File: config.mk
export PLATFORM = sky130hd
export DESIGN_NAME = pdf_adler
export DESIGN_NICKNAME = d
export VERILOG_FILES = /design/src/rtl/packet_dedup_filter_top_defines.svh /design/src/rtl/pdf_pkg.sv /design/src/rtl/pdf_adler.sv
export SDC_FILE = /design/constraint.sdc
export NUM_CORES = 1
export LEC_CHECK = 0
export ABC_CLOCK_PERIOD_IN_PS = 8400
export BUFFER_PORTS_ARGS = -buffer_cell sky130_fd_sc_hd__clkbuf_2
export CORE_MARGIN = 4
export CORE_UTILIZATION = 40
export CTS_BUF_LIST = sky130_fd_sc_hd__clkbuf_2 sky130_fd_sc_hd__clkbuf_4 sky130_fd_sc_hd__clkbuf_8
export CTS_CLUSTER_DIAMETER = 200
export CTS_CLUSTER_SIZE = 20
export DETAILED_ROUTE_END_ITERATION = 12
export MAX_ROUTING_LAYER = met4
export PLACE_DENSITY_LB_ADDON = 0.12
export SLEW_MARGIN = 20
export SYNTH_ARGS = -nofsm -noshare
export SYNTH_HDL_FRONTEND = slang
export SYNTH_SLANG_ARGS = --single-unit
export TNS_END_PERCENT = 10
File: constraint.sdc
create_clock -name i_clk -period 8.4 [get_ports i_clk]
set_input_delay 0.84 -clock i_clk [delete_from_list [all_inputs] [get_ports i_clk]]
set_output_delay 0.84 -clock i_clk [all_outputs]
set_load 0.02 [all_outputs]
File: src/rtl/packet_dedup_filter_top_defines.svh
// ----------------------------------------------------------------------------
// packet_dedup_filter_top_defines
// assertion macros for the duplicate packet filter, empty in synthesis
// ----------------------------------------------------------------------------
`ifndef PACKET_DEDUP_FILTER_TOP_DEFINES_SVH
`define PACKET_DEDUP_FILTER_TOP_DEFINES_SVH

`ifndef SYNTHESIS
// antecedent holds in the same cycle as the consequent
`define PDF_ASSERT_SAME(label, clk, rst_n, ante, cons) \
    label: assert property (@(posedge clk) disable iff (!(rst_n)) (ante) |-> (cons)) \
        else $error("pdf assertion failed");
// consequent holds in the cycle after the antecedent
`define PDF_ASSERT_NEXT(label, clk, rst_n, ante, cons) \
    label: assert property (@(posedge clk) disable iff (!(rst_n)) (ante) |=> (cons)) \
        else $error("pdf assertion failed");
`else
`define PDF_ASSERT_SAME(label, clk, rst_n, ante, cons)
`define PDF_ASSERT_NEXT(label, clk, rst_n, ante, cons)
`endif

`endif

File: src/rtl/pdf_pkg.sv
// ----------------------------------------------------------------------------
// pdf_pkg
// shared types and constants of the duplicate packet filter
// ----------------------------------------------------------------------------
package pdf_pkg;

    localparam int SUM_W  = 32;
    localparam int HALF_W = 16;
    localparam int TIME_W = 40;
    localparam int CNT_W  = 9;
    localparam int TMO_W  = 32;

    localparam logic [HALF_W-1:0] ADLER_MOD      = 16'd65521;
    localparam logic [HALF_W-1:0] ADLER_LOW_INIT = 16'd1;
    localparam logic [HALF_W-1:0] ADLER_HI_INIT  = 16'd0;

    localparam logic [TMO_W-1:0] TIMEOUT_RESET = 32'd60000;

    // input operation codes
    localparam logic OP_BYTE  = 1'b0;
    localparam logic OP_PURGE = 1'b1;

    // result kinds
    localparam logic KIND_VERDICT = 1'b0;
    localparam logic KIND_PURGE   = 1'b1;

    // checksum unit control
    typedef struct packed {
        logic upd;
        logic last;
    } t_adler_ctl;

endpackage

File: src/rtl/pdf_adler.sv
// ----------------------------------------------------------------------------
// pdf_adler
// running adler-32 sums over the bytes of one packet
// ----------------------------------------------------------------------------
module pdf_adler
    import pdf_pkg::*;
(
    input  logic             i_clk,
    input  logic             i_rst_n,
    input  t_adler_ctl       i_ctl,
    input  logic [7:0]       i_byte,
    output logic [SUM_W-1:0] o_sum
);

    logic [HALF_W-1:0] r_s1;
    logic [HALF_W-1:0] r_s2;
    logic [HALF_W:0]   t1;
    logic [HALF_W:0]   t2;
    logic [HALF_W-1:0] n_s1;
    logic [HALF_W-1:0] n_s2;

    always_comb begin
        t1 = {1'b0, r_s1} + {9'd0, i_byte};
        n_s1 = (t1 >= {1'b0, ADLER_MOD}) ? HALF_W'(t1 - {1'b0, ADLER_MOD})
                                         : t1[HALF_W-1:0];
        t2 = {1'b0, r_s2} + {1'b0, n_s1};
        n_s2 = (t2 >= {1'b0, ADLER_MOD}) ? HALF_W'(t2 - {1'b0, ADLER_MOD})
                                         : t2[HALF_W-1:0];
    end

    // sum including the byte on the input
    assign o_sum = {n_s2, n_s1};

    always_ff @(posedge i_clk) begin
        if (!i_rst_n) begin
            r_s1 <= ADLER_LOW_INIT;
            r_s2 <= ADLER_HI_INIT;
        end else if (i_ctl.upd) begin
            if (i_ctl.last) begin
                r_s1 <= ADLER_LOW_INIT;
                r_s2 <= ADLER_HI_INIT;
            end else begin
                r_s1 <= n_s1;
                r_s2 <= n_s2;
            end
        end
    end

endmodule

==> results.yml, run 1 <==
detailed_routing:
  ant_nets: 0
  drtPass1Iterations: 4
  highest_layer: "met4"
  drc: 0
  viasPerCell: 5.88
  routed_wl_mm: 10.9
  wl_met3_microns: 517
  wl_per_cell_microns: 17.6
  num_vias: 3650
  met1_length_mm: 5.38
  dr.first_iter.drc_count: 177
  dr_wl_met2_mm: 4.92
flow_run:
  cap_violations: 0
setup_path:
  cpPeakStageDelay_ns: 0.50
  criticalPathCategory: "in -> out"
  worstPathRequired_ns: 7.56
  regToRegEndpoint: "r_s2[5]$_SDFFE_PN0P_"
  crit_chain: "clkbuf_2, ha_1, inv_1, fa_1, xor2_1, and3_1, and2_1, a21o_1, a2111o_1, o21ai_2, mux2i_1, inv_1, ha_1, a21o_1, a221oi_4, o21ai_1, xnor2_1, or3_1, nor4_4, o21ai_0, xnor2_1, clkbuf_2"
  worstReg2RegStart: "r_s1[0]$_SDFFE_PN1P_"
  worst-path-buf-inv: 4
  reg2reg_depth: 21
  cp_top_family: "compound AO/OA/AOI/OAI gates"
  cp-start-kind: "input pin"
  r2r_setup_slack_ns: 1.94
  path_max_fanout: 8
  worstSetupEndpointType: "output pin"
  slowest_stage: "a2111o_1"
  crit_arrival_ns: 7.00
timing:
  whs_ns: 0.485
  worst_slew_pin_slew_ns: 0.655
  fin_tns_setup_ns: 0
  setup_viol_count_final: 0
  fin_skew_ns: 0.00719
  drv_slew: 0
  fmax_mhz: 128
  finalHoldViolCount: 0
  rsz0062_at_grt: "no"
  slew-limit-headroom_pct: 56.1
  fin_crit_sh_pct: 93.3
  period_minus_slack_ns: 7.84
global_routing:
  grt_util_all_layers_pct: 20.3
  grt_max_degree: 23
  grt_overflow_total: 0
  grt_pass1_vias: 3511
  antenna_found_initial: 0
  grt_pass1_wl_mm: 17.7
floorplanning:
  initial_utilization_pct: 41.9
  fp.dieW_microns: 104
  core_sq_um: 8850
  num_rows: 34
  die_h_microns: 104
  io_pins: 44
  die_area_sq_um: 10900
clock_network:
  cts_hold_buf: 0
  cts_root_buf: "clkbuf_8"
  post_cts_buffers: 0
  h-tree-depth: 2
  cts.sinks: 32
  cts_resized: 0
  cts_buffers: 5
  clkLatencyLatePin_ns: 0.29
  clock_tree.buffer_depth: 2
  clk_pin_slew_worst_paths_ns: 0.08
  cts_tree: "done"
synth:
  synth-main-ff-cell: "dfxtp_1"
  syn-cell-area_sq_um: 3710
  netlist_instances: 473
  synth-edff-count: 0
  ys_seq_area_share_pct: 17.3
  syn_avg_cell_area_sq_um: 7.84
  async_reset_ff_share_pct: 0
  synth_seq_cells: 32
  yosysWarnings: 0
  syn-num-nets: 517
  synthDistinctLibCells: 72
placed_design:
  port_buffers: 43
  dp_hpwl_mm: 8.54
  place_congestion: 0.813
  dpl.cell_count: 613
final_layout:
  area_delta_synth_final_pct: 11.1
  final_common_cell: "clkbuf_2"
  final_cell_mix: "clkbuf_2 (43), nor2_1 (35), nand2_1 (34)"
  drive_above_1_share_pct: 15.2
  diodes: 0
  nets: 556
  final_cell_count_no_fill: 621
min_path:
  min_to: "r_s1[0]$_SDFFE_PN1P_"
  holdPathStages: 1
  hold_start: "r_s1[0]$_SDFFE_PN1P_"
  hp-class: "reg -> reg"
power:
  leakage_nw: 1.81
  ir_drop_v: 0.000149
  power_density_nw_per_um2: 172
status:
  status: "complete, no violations"
## power by group
part,internal (W),switching [W],total (W),leakage [nW]
clock,0.0000656,0.0000660,0.000132,0.0510
combinational,0.000149,0.000261,0.000410,1.50
sequential,0.000160,0.00000744,0.000168,0.260
total,0.000375,0.000335,0.000710,1.81
## final cells by class
type | instances | area, sq um
clock buffer | 6 | 82.6
timing repair buffer | 48 | 253
fill | 899 | 4730
clock inverter | 2 | 10.0
multi-input combinational | 401 | 2910
tap | 108 | 135
sequential | 32 | 641
inverter | 24 | 90.1
## worst register-to-register path: stages, from the launching register on
cell and delay (ns):
dfxtp_1 0.34, ha_1 0.17, inv_1 0.06, fa_1 0.40, xor2_1 0.26, and3_1 0.27
and2_1 0.20, a21o_1 0.16, a2111o_1 0.50, o21ai_2 0.32, mux2i_1 0.49, inv_1 0.15
ha_1 0.30, a21o_1 0.25, a221oi_4 0.46, o21ai_1 0.18, xnor2_1 0.25, or3_1 0.50
nor4_4 0.43, nor3_2 0.10, o31a_1 0.33, o31ai_1 0.24
## per-stage QoR
| stage | total power (W) | cell area [sq um] | setup slack, ns | util [%] |
|---|---|---|---|---|
| floorplan | 0.000474 | 3710 | 1.19 | - |
| global placement | 0.000576 | 4030 | 0.729 | 45.5 |
| detailed placement | 0.000577 | 4030 | 0.659 | 45.5 |
| CTS | 0.000714 | 4120 | 0.628 | 46.5 |
| global route | 0.000759 | 4120 | 0.0516 | 46.5 |
| finish | 0.000710 | 4120 | 0.559 | 46.5 |
## sequential cells by signal (all words and copies together) (netlist names)
| signal | cells |
|---|---|
| r_s1 | 16 |
| r_s2 | 16 |
## cells in the mapped netlist, drive strengths merged, types with 3 or more instances
cell type	n	area [sq um]
mux2i	4	40.0
nand3	15	87.6
a211oi	7	75.1
nor4b	3	26.3
a21oi	27	139
nor2b	12	75.1
o211ai	8	60.1
and2	11	70.1
a311oi	4	35.0
nor4	4	55.1
ha	30	375
o211a	6	60.1
nand2	34	128
or3	7	43.8
inv	24	90.1
nand4	9	56.3
and3	11	70.1
dfxtp	32	641
a21o	9	67.6
nand2b	4	25.0
o31ai	4	30.0
clkbuf	12	45.0
a221oi	3	43.8
nor3	17	95.1
o21ai	25	129
a31oi	8	56.3
o22ai	3	18.8
o21a	8	60.1
xor2	11	96.3
nor2	35	131
buf	4	26.3
xnor2	28	245
a211o	3	26.3
a22o	17	149
and4	3	26.3
## per-layer routing
| layer | vias up | GRT usage (%) |
|---|---|---|
| met5 | - | - |
| met1 | 1683 | 26.5 |
| met3 | 10 | 2.79 |
| met2 | 94 | 33.1 |
| li1 | 1863 | - |
| met4 | 0 | 4.94 |
## how the worst max path moves through the flow
stage,slack (ns),start,cells past startpoint,endpoint
floorplan,1.19,i_byte[0],22,o_sum[21]
global placement,0.73,i_byte[0],22,o_sum[29]
detailed placement,0.66,i_byte[0],23,o_sum[21]
CTS,0.63,i_byte[0],23,o_sum[21]
global route,0.05,i_byte[1],22,o_sum[21]
finish,0.56,i_byte[0],22,o_sum[29]
## cell families after synthesis
family | after synthesis | synth area share [%]
AND/OR/NAND/NOR | 172 | 25.7
AO/OA/AOI/OAI | 152 | 30.5
buffers and inverters | 40 | 4.36
XOR/XNOR | 39 | 9.22
adder cells (fa/ha/maj) | 32 | 11.2
flip-flops | 32 | 17.3
multiplexers | 6 | 1.79
Power figures use the tool's default switching activity.
==> inputs of run 2 (changes only) <==
--- a/config.mk
+++ b/config.mk
@@ -7,8 +7,10 @@
 export LEC_CHECK = 0
 export ABC_CLOCK_PERIOD_IN_PS = 8400
 export BUFFER_PORTS_ARGS = -buffer_cell sky130_fd_sc_hd__clkbuf_2
+export CELL_PAD_IN_SITES_DETAIL_PLACEMENT = 1
+export CELL_PAD_IN_SITES_GLOBAL_PLACEMENT = 2
 export CORE_MARGIN = 4
-export CORE_UTILIZATION = 40
+export CORE_UTILIZATION = 36
 export CTS_BUF_LIST = sky130_fd_sc_hd__clkbuf_2 sky130_fd_sc_hd__clkbuf_4 sky130_fd_sc_hd__clkbuf_8
 export CTS_CLUSTER_DIAMETER = 200
 export CTS_CLUSTER_SIZE = 20
==> results.yml, run 2 (synthesized netlist as in run 1, its figures left out) <==
clock_network:
  cts_tree: "done"
  h-tree-depth: 2
  cts_hold_buf: 0
  cts_root_buf: "clkbuf_8"
  clock_tree.buffer_depth: 2
  post_cts_buffers: 0
  clkLatencyLatePin_ns: 0.29
  clk_pin_slew_worst_paths_ns: 0.07
  cts_buffers: 5
  cts.sinks: 32
  cts_resized: 0
setup_path:
  crit_chain: "clkbuf_2, ha_1, a21o_1, a21oi_1, xnor2_1, and2_1, a21o_1, a2111o_1, o21ai_2, mux2i_1, inv_1, ha_1, a21o_1, a221oi_4, o21ai_1, xnor2_1, or3_1, nor4_4, nor3_2, nor4_1, nor2_1, clkbuf_2"
  cp_top_family: "compound AO/OA/AOI/OAI gates"
  reg2reg_depth: 21
  cp-start-kind: "input pin"
  slowest_stage: "a2111o_1"
  r2r_setup_slack_ns: 1.96
  worst-path-buf-inv: 3
  crit_arrival_ns: 7.01
  crit_start: "i_byte[1]"
  cp_common_cell: "a21o_1"
  criticalPathCategory: "in -> out"
  worstPathRequired_ns: 7.56
  cpPeakStageDelay_ns: 0.50
  worstSetupEndpointType: "output pin"
  worstReg2RegStart: "r_s1[0]$_SDFFE_PN1P_"
  path_max_fanout: 8
  worstSetupPathDepth: 22
power:
  ir_drop_v: 0.000111
  leakage_nw: 1.82
  power_density_nw_per_um2: 174
global_routing:
  grt_util_all_layers_pct: 21.9
  grt_max_degree: 25
  grt_overflow_total: 0
  antenna_found_initial: 0
  grt_pass1_wl_mm: 20.0
  grt_pass1_vias: 3880
placed_design:
  dp_hpwl_mm: 9.74
  place_congestion: 0.848
  port_buffers: 43
  post-place-ws_ns: 0.574
final_layout:
  nets: 557
  area_delta_synth_final_pct: 12.2
  seqCellArea_sq_um: 641
  reg.largest.list: "r_s1 x16, r_s2 x16"
  final_common_cell: "clkbuf_2"
  drive_above_1_share_pct: 15.4
  diodes: 0
  final_core_utilization_pct: 41.9
  multi_input_comb_area_sq_um: 2910
  final_cell_mix: "clkbuf_2 (43), nor2_1 (35), nand2_1 (34)"
  fillCellCount: 1269
timing:
  rsz0062_at_grt: "no"
  fin_tns_setup_ns: 0
  setup_viol_count_final: 0
  setup_slack_ns: 0.554
  worst_slew_pin_slew_ns: 0.699
  period_minus_slack_ns: 7.85
  finalHoldViolCount: 0
  fmax_mhz: 127
  slew-limit-headroom_pct: 52.7
  fin_skew_ns: 0.0112
  drv_slew: 0
  fin_crit_sh_pct: 93.4
flow_run:
  cap_violations: 0
detailed_routing:
  viasPerCell: 5.83
  num_vias: 3775
  ant_nets: 0
  wl_per_cell_microns: 19.0
  drc: 0
  routed_wl_mm: 12.3
  drtPass1Iterations: 4
  dr.first_iter.drc_count: 148
floorplanning:
  die_area_sq_um: 12000
  die_h_microns: 109
  initial_utilization_pct: 37.4
  fp.dieW_microns: 109
  num_rows: 36
  core_sq_um: 9910
  io_pins: 44
min_path:
  hp-class: "reg -> reg"
  holdPathStages: 1
  hold_start: "r_s1[0]$_SDFFE_PN1P_"
status:
  status: "complete, no violations"
-- run 2: changes by cell type in the layout (fill, tap and decap cells not counted), sizes merged --
cell and delta:
buf +1
-- run 2: power by group --
| group | switching [W] | internal [W] | total, W |
|---|---|---|---|
| combinational | 0.000270 | 0.000149 | 0.000420 |
| clock | 0.0000709 | 0.0000657 | 0.000137 |
| sequential | 0.00000665 | 0.000160 | 0.000167 |
| total | 0.000348 | 0.000375 | 0.000724 |
-- run 2: worst reg2reg max path: cells and delay by family (launching register included) --
kind            cells  cell delay, ns
buf+inv             2            0.19
xor+xnor            2            0.51
simple gates        5            1.51
fa+ha+maj           3            0.86
flops               1            0.34
mux                 1            0.44
compound gates      8            2.49
-- run 2: final timing paths --
path / endpoint
min reg2reg: r_s1[0]$_SDFFE_PN1P_
max: o_sum[21]
max reg2reg: r_s2[5]$_SDFFE_PN0P_
min: r_s1[0]$_SDFFE_PN1P_
-- run 2: routing by layer --
layer,vias to the layer above,track usage [%],part of all wire [%]
met5,-,-,0
met4,0,4.10,0.99
met3,10,1.88,1.5
met2,53,36.8,49
met1,1859,28.9,49
li1,1853,-,-
-- run 2: metrics by stage --
step / hold WS (ns) / total power (W) / area, sq um / std cells
5_1_grt: 0.512 / 0.000775 / 4160 / 647
2_1_floorplan: 0.432 / 0.000474 / 3710 / 473
6_report: 0.482 / 0.000724 / 4160 / 647
4_1_cts: 0.489 / 0.000729 / 4160 / 647
3_5_place_dp: 0.465 / 0.000590 / 4060 / 639
3_3_place_gp: 0.462 / 0.000582 / 4060 / 639
-- run 2: cell type report --
cell class | instances | area share [%]
clock buffer | 6 | 1.99
clock inverter | 2 | 0.241
inverter | 24 | 2.17
multi-input combinational | 401 | 69.9
sequential | 32 | 15.4
tap | 133 | 4.00
timing repair buffer | 49 | 6.26
